### src/rtl/sstg_pkg.sv
// types and constants shared by the step timing generator
package sstg_pkg;

  typedef enum logic [1:0] {
    CMD_START = 2'd0,
    CMD_STEP  = 2'd1,
    CMD_SHIFT = 2'd2
  } cmd_e;

  typedef enum logic [1:0] {
    STAT_PENDING  = 2'd0,
    STAT_COMPLETE = 2'd1,
    STAT_ABORT    = 2'd2
  } status_e;

  localparam int unsigned CFG_IDX_W = 1;
  localparam int unsigned CFG_DATA_W = 1;

  typedef enum logic [CFG_IDX_W-1:0] {
    CFG_DIR_SWAP = 1'b0,
    CFG_END_EN   = 1'b1
  } cfg_e;

  localparam int unsigned DIV_W = 32;
  localparam int unsigned DIV_CNT_W = 6;
  localparam int unsigned MUL_A_W = 33;
  localparam int unsigned MUL_B_W = 31;
  localparam int unsigned MUL_P_W = 64;
  localparam int unsigned MUL_CNT_W = 5;
  localparam int unsigned X_W = 18;

  localparam logic [X_W-1:0] RAMP_SPAN = 18'd200000;
  localparam logic [31:0] RAMP_BASE = 32'd200000;
  localparam logic [4:0] RAMP_GAIN = 5'd29;
  localparam logic [31:0] RAMP_NUM = 32'd240000000;
  localparam logic [31:0] DELAY_MAX = 32'h7fff_ffff;
  localparam logic [30:0] LEN_MAX = 31'h7fff_ffff;

  typedef struct packed {
    logic [1:0]         cmd;
    logic signed [31:0] step_count;
    logic [30:0]        time_value;
    logic               end_hit;
  } req_t;

  typedef struct packed {
    logic signed [31:0] next_delay;
    logic [1:0]         status;
    logic               step_level;
    logic               dir_level;
    logic               realign_pulse;
    logic signed [31:0] position;
    logic signed [31:0] remaining;
    logic [30:0]        done_count;
  } rsp_t;

endpackage

### src/rtl/sstg_div.sv
// restoring divider, one quotient bit per cycle
module sstg_div (
  input  logic                        clk_i,
  input  logic                        rst_ni,
  input  logic                        start_i,
  input  logic [sstg_pkg::DIV_W-1:0]  dividend_i,
  input  logic [sstg_pkg::DIV_W-1:0]  divisor_i,
  output logic                        done_o,
  output logic [sstg_pkg::DIV_W-1:0]  quotient_o
);

  logic                           busy_q, busy_d;
  logic                           done_q, done_d;
  logic [sstg_pkg::DIV_CNT_W-1:0] cnt_q, cnt_d;
  logic [sstg_pkg::DIV_W-1:0]     rem_q, rem_d;
  logic [sstg_pkg::DIV_W-1:0]     quo_q, quo_d;
  logic [sstg_pkg::DIV_W-1:0]     dvs_q, dvs_d;
  logic [sstg_pkg::DIV_W:0]       trial;
  logic [sstg_pkg::DIV_W:0]       diff;
  logic                           fits;

  assign trial = {rem_q, quo_q[sstg_pkg::DIV_W-1]};
  assign diff  = trial - {1'b0, dvs_q};
  assign fits  = trial >= {1'b0, dvs_q};

  always_comb begin
    busy_d = busy_q;
    done_d = 1'b0;
    cnt_d  = cnt_q;
    rem_d  = rem_q;
    quo_d  = quo_q;
    dvs_d  = dvs_q;
    if (start_i) begin
      busy_d = 1'b1;
      cnt_d  = sstg_pkg::DIV_CNT_W'(sstg_pkg::DIV_W);
      rem_d  = '0;
      quo_d  = dividend_i;
      dvs_d  = divisor_i;
    end else if (busy_q) begin
      rem_d = fits ? diff[sstg_pkg::DIV_W-1:0] : trial[sstg_pkg::DIV_W-1:0];
      quo_d = {quo_q[sstg_pkg::DIV_W-2:0], fits};
      cnt_d = cnt_q - 1'b1;
      if (cnt_q == sstg_pkg::DIV_CNT_W'(1)) begin
        busy_d = 1'b0;
        done_d = 1'b1;
      end
    end
  end

  always_ff @(posedge clk_i or negedge rst_ni) begin
    if (!rst_ni) begin
      busy_q <= 1'b0;
      done_q <= 1'b0;
      cnt_q  <= '0;
    end else begin
      busy_q <= busy_d;
      done_q <= done_d;
      cnt_q  <= cnt_d;
    end
  end

  always_ff @(posedge clk_i) begin
    rem_q <= rem_d;
    quo_q <= quo_d;
    dvs_q <= dvs_d;
  end

  assign done_o     = done_q;
  assign quotient_o = quo_q;

endmodule

### src/rtl/sstg_mul.sv
// shift and add multiplier, one multiplier bit per cycle
module sstg_mul (
  input  logic                          clk_i,
  input  logic                          rst_ni,
  input  logic                          start_i,
  input  logic [sstg_pkg::MUL_A_W-1:0]  a_i,
  input  logic [sstg_pkg::MUL_B_W-1:0]  b_i,
  output logic                          done_o,
  output logic [sstg_pkg::MUL_P_W-1:0]  product_o
);

  logic                           busy_q, busy_d;
  logic                           done_q, done_d;
  logic [sstg_pkg::MUL_CNT_W-1:0] cnt_q, cnt_d;
  logic [sstg_pkg::MUL_A_W-1:0]   a_q, a_d;
  logic [sstg_pkg::MUL_A_W-1:0]   hi_q, hi_d;
  logic [sstg_pkg::MUL_B_W-1:0]   lo_q, lo_d;
  logic [sstg_pkg::MUL_A_W:0]     sum;

  assign sum = {1'b0, hi_q} + (lo_q[0] ? {1'b0, a_q} : '0);

  always_comb begin
    busy_d = busy_q;
    done_d = 1'b0;
    cnt_d  = cnt_q;
    a_d    = a_q;
    hi_d   = hi_q;
    lo_d   = lo_q;
    if (start_i) begin
      busy_d = 1'b1;
      cnt_d  = sstg_pkg::MUL_CNT_W'(sstg_pkg::MUL_B_W);
      a_d    = a_i;
      hi_d   = '0;
      lo_d   = b_i;
    end else if (busy_q) begin
      hi_d  = sum[sstg_pkg::MUL_A_W:1];
      lo_d  = {sum[0], lo_q[sstg_pkg::MUL_B_W-1:1]};
      cnt_d = cnt_q - 1'b1;
      if (cnt_q == sstg_pkg::MUL_CNT_W'(1)) begin
        busy_d = 1'b0;
        done_d = 1'b1;
      end
    end
  end

  always_ff @(posedge clk_i or negedge rst_ni) begin
    if (!rst_ni) begin
      busy_q <= 1'b0;
      done_q <= 1'b0;
      cnt_q  <= '0;
    end else begin
      busy_q <= busy_d;
      done_q <= done_d;
      cnt_q  <= cnt_d;
    end
  end

  always_ff @(posedge clk_i) begin
    a_q  <= a_d;
    hi_q <= hi_d;
    lo_q <= lo_d;
  end

  assign done_o    = done_q;
  assign product_o = {hi_q, lo_q};

endmodule

### src/rtl/stepper_step_timing_generator.sv
// step timing generator for one stepper axis with a linear speed ramp
//
//   channel   direction  handshake              payload
//   req       in         req_valid_i/req_ready_o sstg_pkg::req_t
//   rsp       out        rsp_valid_o/rsp_ready_i sstg_pkg::rsp_t
//   cfg       in         cfg_we_i                cfg_idx_i, cfg_data_i
//
// one request at a time; shift, abort and unused commands go straight to the result state
// a timed step waits on the bit serial multiplier
// a ramp step waits on the bit serial divider
// a start with a nonzero count runs the interval divide, then the first delay
// the result register frees the input side while a response is stalled
// reset is asynchronous, active low, and clears all axis state
module stepper_step_timing_generator #(
  parameter int unsigned POS_WIDTH = 32
) (
  input  logic                              clk_i,
  input  logic                              rst_ni,
  input  logic                              req_valid_i,
  output logic                              req_ready_o,
  input  sstg_pkg::req_t                    req_i,
  output logic                              rsp_valid_o,
  input  logic                              rsp_ready_i,
  output sstg_pkg::rsp_t                    rsp_o,
  input  logic                              cfg_we_i,
  input  logic [sstg_pkg::CFG_IDX_W-1:0]    cfg_idx_i,
  input  logic [sstg_pkg::CFG_DATA_W-1:0]   cfg_data_i
);

  typedef enum logic [6:0] {
    S_IDLE = 7'b0000001,
    S_IDIV = 7'b0000010,
    S_NEXT = 7'b0000100,
    S_MUL  = 7'b0001000,
    S_RAMP = 7'b0010000,
    S_RDIV = 7'b0100000,
    S_FIN  = 7'b1000000
  } state_e;

  state_e                       state_q, state_d;
  logic                         swap_q, swap_d;
  logic                         end_en_q, end_en_d;
  logic signed [POS_WIDTH-1:0]  pos_q, pos_d;
  logic                         dir_set_q, dir_set_d;
  logic                         dir_neg_q, dir_neg_d;
  logic                         pin_q, pin_d;
  logic [30:0]                  length_q, length_d;
  logic [31:0]                  index_q, index_d;
  logic [30:0]                  duration_q, duration_d;
  logic [30:0]                  interval_q, interval_d;
  logic [30:0]                  decel_time_q, decel_time_d;
  logic [31:0]                  decel_dist_q, decel_dist_d;
  logic                         rsp_valid_q, rsp_valid_d;

  logic signed [31:0]           delay_q, delay_d;
  sstg_pkg::status_e            status_q, status_d;
  logic                         realign_q, realign_d;
  logic [30:0]                  t_q, t_d;
  logic [sstg_pkg::X_W-1:0]     x_q, x_d;
  sstg_pkg::rsp_t               rsp_q, rsp_d;

  logic                         req_fire;
  logic                         s_neg;
  logic [31:0]                  s_mag;
  logic [30:0]                  s_len;
  logic                         d_neg;
  logic [32:0]                  x_raw;
  logic [sstg_pkg::X_W-1:0]     x_clamp;
  logic [31:0]                  ramp_den;
  logic [32:0]                  rem_raw;
  logic signed [31:0]           rem_sat;
  logic [30:0]                  done_cnt;
  logic [sstg_pkg::MUL_P_W:0]   late_diff;
  logic signed [31:0]           timed_delay;

  logic                         div_start;
  logic [sstg_pkg::DIV_W-1:0]   div_dividend;
  logic [sstg_pkg::DIV_W-1:0]   div_divisor;
  logic                         div_done;
  logic [sstg_pkg::DIV_W-1:0]   div_quot;
  logic                         mul_start;
  logic                         mul_done;
  logic [sstg_pkg::MUL_P_W-1:0] mul_prod;

  assign req_ready_o = (state_q == S_IDLE);
  assign req_fire    = req_valid_i && req_ready_o;

  // start: magnitude of the step count, saturated to 31 bits
  assign s_neg = req_i.step_count[31];
  assign s_mag = s_neg ? (32'd0 - req_i.step_count) : req_i.step_count;
  assign s_len = s_mag[31] ? sstg_pkg::LEN_MAX : s_mag[30:0];
  assign d_neg = swap_q ^ s_neg;

  // deceleration position on the ramp, clamped to the span
  assign x_raw = {2'b00, decel_time_q} + {2'b00, interval_q} - {2'b00, t_q};
  always_comb begin
    if (x_raw[32]) begin
      x_clamp = '0;
    end else if (x_raw[31:0] > 32'(sstg_pkg::RAMP_SPAN)) begin
      x_clamp = sstg_pkg::RAMP_SPAN;
    end else begin
      x_clamp = x_raw[sstg_pkg::X_W-1:0];
    end
  end

  assign ramp_den = sstg_pkg::RAMP_BASE + 32'(x_q) * 32'(sstg_pkg::RAMP_GAIN);

  // timed mode: (index + 1) * interval - elapsed, saturated
  assign late_diff   = {1'b0, mul_prod} - (sstg_pkg::MUL_P_W + 1)'(t_q);
  assign timed_delay = (!late_diff[sstg_pkg::MUL_P_W] && (late_diff[63:31] != '0)) ?
                       sstg_pkg::DELAY_MAX : late_diff[31:0];

  assign rem_raw  = {2'b00, length_q} - {1'b0, index_q};
  assign rem_sat  = (rem_raw[32] && !rem_raw[31]) ? 32'h8000_0000 : rem_raw[31:0];
  assign done_cnt = index_q[31] ? sstg_pkg::LEN_MAX : index_q[30:0];

  assign div_start    = (req_fire && (req_i.cmd == sstg_pkg::CMD_START) && (s_len != '0)) ||
                        (state_q == S_RAMP);
  assign div_dividend = (state_q == S_RAMP) ? sstg_pkg::RAMP_NUM : {1'b0, req_i.time_value};
  assign div_divisor  = (state_q == S_RAMP) ? ramp_den : {1'b0, s_len};

  always_comb begin
    swap_d   = swap_q;
    end_en_d = end_en_q;
    if (cfg_we_i) begin
      case (cfg_idx_i)
        sstg_pkg::CFG_DIR_SWAP: swap_d   = cfg_data_i[0];
        sstg_pkg::CFG_END_EN:   end_en_d = cfg_data_i[0];
        default: ;
      endcase
    end
  end

  always_comb begin
    state_d      = state_q;
    pos_d        = pos_q;
    dir_set_d    = dir_set_q;
    dir_neg_d    = dir_neg_q;
    pin_d        = pin_q;
    length_d     = length_q;
    index_d      = index_q;
    duration_d   = duration_q;
    interval_d   = interval_q;
    decel_time_d = decel_time_q;
    decel_dist_d = decel_dist_q;
    delay_d      = delay_q;
    status_d     = status_q;
    realign_d    = realign_q;
    t_d          = t_q;
    x_d          = x_q;
    mul_start    = 1'b0;
    rsp_valid_d  = rsp_valid_q && !rsp_ready_i;
    rsp_d        = rsp_q;

    case (state_q)
      S_IDLE: begin
        if (req_fire) begin
          realign_d = 1'b0;
          delay_d   = '0;
          status_d  = sstg_pkg::STAT_PENDING;
          state_d   = S_FIN;
          case (req_i.cmd)
            sstg_pkg::CMD_START: begin
              index_d      = '0;
              length_d     = s_len;
              duration_d   = req_i.time_value;
              decel_time_d = '0;
              decel_dist_d = {1'b0, s_len};
              t_d          = '0;
              if (s_len != '0) begin
                if (!dir_set_q || (dir_neg_q != d_neg)) begin
                  dir_set_d = 1'b1;
                  dir_neg_d = d_neg;
                  realign_d = pin_q;
                end
                state_d = S_IDIV;
              end else begin
                interval_d = '0;
                state_d    = S_NEXT;
              end
            end
            sstg_pkg::CMD_STEP: begin
              if (end_en_q && req_i.end_hit) begin
                dir_neg_d = ~dir_neg_q;
                delay_d   = '1;
                status_d  = sstg_pkg::STAT_ABORT;
              end else begin
                if (dir_set_q) begin
                  pos_d = dir_neg_q ? pos_q - POS_WIDTH'(1) : pos_q + POS_WIDTH'(1);
                end
                pin_d   = ~pin_q;
                index_d = (index_q == '1) ? index_q : index_q + 32'd1;
                t_d     = req_i.time_value;
                state_d = S_NEXT;
              end
            end
            sstg_pkg::CMD_SHIFT: begin
              pos_d = pos_q + POS_WIDTH'(req_i.step_count);
            end
            default: ;
          endcase
        end
      end
      S_IDIV: begin
        if (div_done) begin
          interval_d = div_quot[30:0];
          state_d    = S_NEXT;
        end
      end
      S_NEXT: begin
        status_d = sstg_pkg::STAT_PENDING;
        if (index_q >= {1'b0, length_q}) begin
          delay_d  = '1;
          status_d = sstg_pkg::STAT_COMPLETE;
          state_d  = S_FIN;
        end else if (duration_q != '0) begin
          mul_start = 1'b1;
          state_d   = S_MUL;
        end else if (index_q > decel_dist_q) begin
          x_d     = x_clamp;
          state_d = S_RAMP;
        end else if (t_q < 31'(sstg_pkg::RAMP_SPAN)) begin
          decel_time_d = t_q;
          decel_dist_d = {1'b0, length_q} - index_q;
          interval_d   = t_q;
          x_d          = t_q[sstg_pkg::X_W-1:0];
          state_d      = S_RAMP;
        end else begin
          decel_time_d = t_q;
          x_d          = sstg_pkg::RAMP_SPAN;
          state_d      = S_RAMP;
        end
      end
      S_MUL: begin
        if (mul_done) begin
          delay_d = timed_delay;
          state_d = S_FIN;
        end
      end
      S_RAMP: begin
        state_d = S_RDIV;
      end
      S_RDIV: begin
        if (div_done) begin
          delay_d = div_quot;
          state_d = S_FIN;
        end
      end
      S_FIN: begin
        if (!rsp_valid_q || rsp_ready_i) begin
          rsp_valid_d         = 1'b1;
          rsp_d.next_delay    = delay_q;
          rsp_d.status        = status_q;
          rsp_d.step_level    = pin_q;
          rsp_d.dir_level     = ~(dir_set_q & dir_neg_q);
          rsp_d.realign_pulse = realign_q;
          rsp_d.position      = 32'(pos_q);
          rsp_d.remaining     = rem_sat;
          rsp_d.done_count    = done_cnt;
          state_d             = S_IDLE;
        end
      end
      default: state_d = S_IDLE;
    endcase
  end

  sstg_div u_div (
    .clk_i      (clk_i),
    .rst_ni     (rst_ni),
    .start_i    (div_start),
    .dividend_i (div_dividend),
    .divisor_i  (div_divisor),
    .done_o     (div_done),
    .quotient_o (div_quot)
  );

  sstg_mul u_mul (
    .clk_i     (clk_i),
    .rst_ni    (rst_ni),
    .start_i   (mul_start),
    .a_i       ({1'b0, index_q} + 33'd1),
    .b_i       (interval_q),
    .done_o    (mul_done),
    .product_o (mul_prod)
  );

  always_ff @(posedge clk_i or negedge rst_ni) begin
    if (!rst_ni) begin
      state_q      <= S_IDLE;
      swap_q       <= 1'b0;
      end_en_q     <= 1'b1;
      pos_q        <= '0;
      dir_set_q    <= 1'b0;
      dir_neg_q    <= 1'b0;
      pin_q        <= 1'b0;
      length_q     <= '0;
      index_q      <= '0;
      duration_q   <= '0;
      interval_q   <= '0;
      decel_time_q <= '0;
      decel_dist_q <= '0;
      rsp_valid_q  <= 1'b0;
    end else begin
      state_q      <= state_d;
      swap_q       <= swap_d;
      end_en_q     <= end_en_d;
      pos_q        <= pos_d;
      dir_set_q    <= dir_set_d;
      dir_neg_q    <= dir_neg_d;
      pin_q        <= pin_d;
      length_q     <= length_d;
      index_q      <= index_d;
      duration_q   <= duration_d;
      interval_q   <= interval_d;
      decel_time_q <= decel_time_d;
      decel_dist_q <= decel_dist_d;
      rsp_valid_q  <= rsp_valid_d;
    end
  end

  always_ff @(posedge clk_i) begin
    delay_q   <= delay_d;
    status_q  <= status_d;
    realign_q <= realign_d;
    t_q       <= t_d;
    x_q       <= x_d;
    rsp_q     <= rsp_d;
  end

  assign rsp_valid_o = rsp_valid_q;
  assign rsp_o       = rsp_q;

endmodule

### config.mk
export PLATFORM = sky130hd
export DESIGN_NAME = stepper_step_timing_generator
export DESIGN_NICKNAME = d
export VERILOG_FILES = /design/src/rtl/sstg_pkg.sv /design/src/rtl/sstg_div.sv /design/src/rtl/sstg_mul.sv /design/src/rtl/stepper_step_timing_generator.sv
export SDC_FILE = /design/constraint.sdc
export NUM_CORES = 2
export LEC_CHECK = 0
export CORE_UTILIZATION = 55
export DETAILED_ROUTE_END_ITERATION = 7
export DONT_BUFFER_PORTS = 1
export GPL_ROUTABILITY_DRIVEN = 0
export PLACE_DENSITY_LB_ADDON = 0.3
export REMOVE_ABC_BUFFERS = 1
export SKIP_CTS_REPAIR_TIMING = 1
export SLEW_MARGIN = 20
export SYNTH_ARGS = -nofsm -noshare
export SYNTH_HDL_FRONTEND = slang
export SYNTH_HIERARCHICAL = 1
export SYNTH_SLANG_ARGS = --single-unit
### constraint.sdc
create_clock -name clk_i -period 8.9 [get_ports clk_i]
set_input_delay 1.78 -clock clk_i [delete_from_list [all_inputs] [get_ports clk_i]]
set_output_delay 1.78 -clock clk_i [all_outputs]
set_load 0.01 [all_outputs]
# After elaboration in Yosys (flattened, before gate mapping)
# Cells that the tools add are included.
# Widths: inputs -> output; s select.
# totals
reg_bits	657
inputBits	73
out_inout_bits	134
elab_cells	241
# classes
add_sub_neg	16
multipliers	1
magnitude_cmp	5
n_eq_ne	31
n_mux	94
bitwise	9
reduce_logical	45
# ops
op	count
$mux 32	22
$mux 31	19
$pmux 32 s2	3
$pmux 32 s4	1
$pmux 31 s2	2
$pmux 31 s3	1
$mux 18	4
$sub 64x31->65	1
$reduce_bool 31->1	2
$mux 7	7
$pmux 7 s7	1
$add 33x34->34	1
$add 32x1->33 const B	1
$ge 33x32->1	1
$mux 33	1
$reduce_bool 33->1	1
$sub 31x32->33	1
$sub 32x31->33	1
$add 31x31->32	1
$add 32x1->32 const B	1
$add 32x2->32 const B	1
$add 32x32->32	1
$eq 32x32->1 const B	1
$ge 32x31->1	1
other kinds (50)	125

# Longest topological paths before layout
# logic_depth
depth_word	8
depth_mapped	20
mapped_depth_nobuf	19

# Cells and area by module
# The synthesis kept the hierarchy.
# modules_own_cells
module	n_inst	cells_each	area_per_inst_um2	seq_area_each_um2
stepper_step_timing_generator	1	3282	30918.4	12319.3
sstg_div	1	614	6188.4	2762.6
sstg_mul	1	555	5884.4	2757.6

# Worst setup path before layout
# Ideal clock, no wire load.
# synth_path
kind	input-to-reg
start	input port rsp_ready_i
end	register rsp_q, in the netlist rsp_o[0] (enable)
setup_time_ps	639
t_arrival_ps	7738
required_time_ps	8261
path_slack_ps	524
stages	2
n_path_buf	0
path_cell_list	nand2b_1 nor2b_1
# synth_between
elab_chain_cells	2
# synth_lines
element	line_no	text
from (decl)	stepper_step_timing_generator.sv:23	input logic rsp_ready_i,
$logic_or 1x1->1	stepper_step_timing_generator.sv:250	if (!rsp_valid_q || rsp_ready_i) begin
$reduce_and 2->1 (no source line)	-	
to (signal assigned)	stepper_step_timing_generator.sv:327	rsp_q <= rsp_d;
to (decl)	stepper_step_timing_generator.sv:60	sstg_pkg::rsp_t rsp_q, rsp_d;
# Every way passes these cells.
# A chain may end at the register's enable or synchronous reset.

# Worst setup path after layout
# layout_path
start	input port req_i[32] in the netlist's numbering
end	register u_div.quo_q, in the netlist u_div/quotient_o[31] (enable)
# layout_between
elab_chain_cells	7
# layout_lines
element	line_no	text
from (decl)	stepper_step_timing_generator.sv:21	input sstg_pkg::req_t req_i,
$sub 1x32->32	stepper_step_timing_generator.sv:90	assign s_mag = s_neg ? (32'd0 - req_i.step_count) : req_i.step_count;
$mux 32 (*)	stepper_step_timing_generator.sv:90	
$mux 31 (*)	stepper_step_timing_generator.sv:91	assign s_len = s_mag[31] ? sstg_pkg::LEN_MAX : s_mag[30:0];
$reduce_bool 31->1 (*)	stepper_step_timing_generator.sv:117	assign div_start = (req_fire && (req_i.cmd == sstg_pkg::CMD_START) && (s_len != '0)) ||
$logic_and 1x1->1 (*)	stepper_step_timing_generator.sv:117	
$logic_or 1x1->1 (*)	stepper_step_timing_generator.sv:117	
via div_start	stepper_step_timing_generator.sv:76	logic div_start;
$reduce_bool 2->1 (no source line) (*)	-	
to (signal assigned)	sstg_div.sv:64	quo_q <= quo_d;
to (decl)	sstg_div.sv:16	logic [sstg_pkg::DIV_W-1:0] quo_q, quo_d;
# Mark *: on every way through the listed nets, which the timed path passes. The rest lies on a longest branch.

==> run summary <==
The number of hold violations in the final report was 0. The final worst-path cycle share is 72.9%. The share of total power consumed by net switching is 43.1%.

The tool flagged a number of max-cap violations equal to 0. The clock reaches the later pin of the worst-skew pair after 0.63 ns. The tools report the count of unresolved DRC violations after routing as 0. For this run, the detailed router's first-pass iteration total came to 6. The post-synthesis average cell area was 9.66 sq um.

Setup repair after global routing left no endpoint under its margin. Along the worst hold path, the cell count comes to 0. For the portion of the post-synthesis area used by sequential elements, the log shows 41.5%. The path class of the tightest hold or removal check is reg -> reg. Counting every sink on the clock net gives 657. In this run the worst path has a maximum fanout of 56. For the via count of the first global-routing pass, the log shows 32.9k. The global-route usage over all layers is 30.9%.

Counting cells, the worst reg-to-reg path comes to 15. The cell-internal power was 0.00924 W. The run gives 123 as the number of library cell types mapped by synthesis.

The number of synthesized register bits came out at 657. The required arrival time at the worst endpoint was 9.11 ns; the time the final worst path needs with I/O delays and setup was 6.49 ns. The worst setup path is of the in -> reg kind.

The count of port buffers added during placement is 0, and the peak supply drop is 0.212 mV. After synthesis the cells add up to 43000 sq um. The detailed router finished its first iteration with 3582 violations. In this run the horizontal extent of the chip is 282 um.

For this block, the via count after detailed routing is 34.5k. Cells with a size suffix above 1 make up 8.25% of the layout. STA classifies the critical path endpoint as a register. Measured against its own limit, the worst slew margin works out to 25.1%. Clock root buffer: clkbuf_16. TritonCTS built the clock tree. Once routing completed, OpenROAD measured the worst setup slack at 2.41 ns. Including well taps, the total number of placed cells is 5329. The number of slew-limit violations in the final report was 0. The finished layout holds 5472 standard cells, fillers aside.

The first global-routing pass estimated 190000 um of wire. The switching power came out at 0.00702 W. The total area inside the core boundary comes to 77300 sq um. The total number of placement rows was 102; the power density relative to cell area was 352 nW/um^2. The number of synthesized flops with an enable pin works out to 344.

For this run, the number of Yosys warnings is 6. Of all flip-flops after synthesis, the portion carrying an async set or reset was 37.7%. The run finished with clean final reports.

In this run the static leakage power is 19.6 nW. STA classifies the critical path startpoint as an input pin. The tools report the wire length after detailed routing as 123000 um. OpenSTA, run right after detailed placement, puts the worst setup slack at 1.90 ns. Setup violations remaining at the end of the flow were counted as 0.

For this run, the top clock speed supported by timing is 0.154 GHz. STA puts the critical path data arrival time at 6.70 ns. For this configuration, the core starts out at a cell density of 55.6%. The sequential fraction of design power is 31.8%, and the clock-pin transition on the worst setup and hold timing paths is 0.06 ns. The share of power burned in the clock network is 19.0%, and the area share of the leading cell type in the synthesized netlist is 24.0%.

The die is 282 um tall. The remaining number of nets flagged by the antenna check after routing was 0; the post-synthesis to final-layout area growth was 7.57%. The total overflow reported by the global router is 0, and the deepest clock path buffer count is 3. For the setup skew after layout, the log shows 0.0282 ns.

The prevailing post-synth register cell is edfxtp_1. The run gives 74 as the number of buffers created by CTS. For the HPWL after detailed placement, the log shows 89200 um. At the pin with the least slew margin, the transition time is 1.11 ns.

Synthesis produced a netlist whose cell count is 4451. The floorplan step defined a die boundary enclosing 79300 sq um. For this run, the post-layout net count is 4786. Dividing the detail-routed via count by the number of cells gives 6.30.

The wire length per cell after detailed routing is 22.4 um, and the number of top-level pins is 207. The H-tree was split into 3 levels. The part of the total power dissipated in combinational logic is 49.2%, and the maximum number of pins on one net before global-route repair is 249. The commonest cells after synthesis are 456 x nand2_1, 344 x edfxtp_1, 335 x inv_1, 306 x nor2_1, 295 x o21ai_0. Number of antenna violations at the first check in global routing: 3.

edfxtp_1 takes more of the synthesized area than any other cell. Ranked by total cell area, the synthesized netlist is headed by edfxtp_1 24%, dfrtp_1 14%, ha_1 8.1%, nand2_1 4.0%, o21ai_0 3.4%. The most common cell in the netlist is nand2_1.
metal layers:
layer | GRT usage, % | share of wire, % | vias up
li1 | - | - | 16000
met1 | 40.4 | 41 | 16600
met2 | 49.5 | 46 | 1586
met3 | 7.13 | 9.4 | 272
met4 | 12.4 | 3.9 | 2
met5 | 0 | 0.011 | -
cell usage in the layout, fill, tap and decap left out, types with 44 or more instances in the layout:
cell type | netlist | final
nor3_1 | 76 | 75
o31ai_1 | 56 | 56
edfxtp_1 | 344 | 344
ha_1 | 280 | 280
nand3_1 | 75 | 74
o21ai_0 | 295 | 295
nand2_1 | 456 | 454
nand4_1 | 57 | 57
inv_1 | 335 | 335
a211oi_1 | 44 | 44
xor2_1 | 73 | 73
fa_1 | 68 | 68
nor2_1 | 306 | 302
clkbuf_16 | 0 | 82
and2_1 | 109 | 110
xnor2_1 | 135 | 135
a21oi_1 | 250 | 250
a21o_1 | 126 | 126
dfxtp_1 | 65 | 65
nand2b_1 | 47 | 47
dfrtp_1 | 246 | 245
mux2_2 | 122 | 122
metrics by stage:
step                      setup TNS (ns)  hold slack, ns  utilization (%)  area [sq um]  power (W)
final                                  0           0.418             59.8         46200     0.0163
after detailed placement               0           0.405             56.6         43800     0.0130
after global placement                 0           0.404             56.6         43800     0.0128
after global routing                   0           0.430             59.8         46200     0.0173
after floorplan                    -2.29           0.400                -         42100     0.0108
after CTS                              0           0.419             59.8         46200     0.0161
worst max-delay path, cell delays in order:
cell     delay, ns
inv_1         0.05
ha_1          0.21
or4b_1        0.62
nor3_4        0.32
nand3_1       0.22
or3_1         0.38
o21a_1        0.18
o21ai_1       0.27
nand4_1       0.16
nor4_2        0.76
or2_2         0.29
nand2_4       0.46
or2_2         0.87
final timing paths:
| check | end | from | slack (ns) |
|---|---|---|---|
| min in group asynchronous | duration_q[27]$_DFFE_PN0P_ | rst_ni | 0.87 |
| max reg2reg | delay_q[7]$_DFFE_PP_ | u_mul/lo_q[0]$_DFFE_PP_ | 2.45 |
| min reg2reg | rsp_o[108]$_DFFE_PP_ | delay_q[8]$_DFFE_PP_ | 0.42 |
| max in group asynchronous | pos_q[13]$_DFFE_PN0P_ | rst_ni | 7.47 |
| min | rsp_o[108]$_DFFE_PP_ | delay_q[8]$_DFFE_PP_ | 0.42 |
| max | u_div/quotient_o[31]$_DFFE_PP_ | req_i[32] | 2.41 |
power groups by stage:
stage | logic [W] | clock network, W | registers, W
6_report | 0.00800 | 0.00309 | 0.00517
2_1_floorplan | 0.00590 | 0 | 0.00492
3_5_place_dp | 0.00777 | 0 | 0.00519
5_1_grt | 0.00879 | 0.00324 | 0.00526
4_1_cts | 0.00785 | 0.00313 | 0.00515
3_3_place_gp | 0.00764 | 0 | 0.00518
final cells by class:
type | count | area [sq um]
Tap cell | 1040 | 1300
Inverter | 336 | 1260
Multi-Input combinational cell | 3261 | 23100
Antenna cell | 6 | 15.0
Clock inverter | 30 | 245
Sequential cell | 657 | 17800
Timing Repair Buffer | 35 | 263
Clock buffer | 107 | 2180
Fill cell | 6585 | 31100
flip-flops by register name, indices dropped and copies added (netlist names), 7 cells and up:
register / flops
u_div/quotient_o: 32
duration_q: 31
interval_q: 31
state_q: 7
decel_time_q: 31
pos_q: 32
u_div/rem_q: 32
u_div/dvs_q: 32
u_mul/a_q: 33
x_q: 18
rsp_o: 132
decel_dist_q: 32
length_q: 31
index_q: 32
u_mul/hi_q: 33
delay_q: 32
u_mul/lo_q: 31
t_q: 31
cell families (layout without fill, tap and decap cells):
family                   count (synthesis)  count (layout)  synth area share [%]
adder cells (fa/ha/maj)                348             348                  11.3
multiplexers                           151             151                  3.87
other                                    1               8               0.00872
buffers and inverters                  534             508                  4.94
AO/OA/AOI/OAI                         1178            1178                  18.3
flip-flops                             657             657                  41.5
AND/OR/NAND/NOR                       1374            1374                  15.8
XOR/XNOR                               208             208                  4.24
Note: power is estimated with default switching activity, not from simulation.
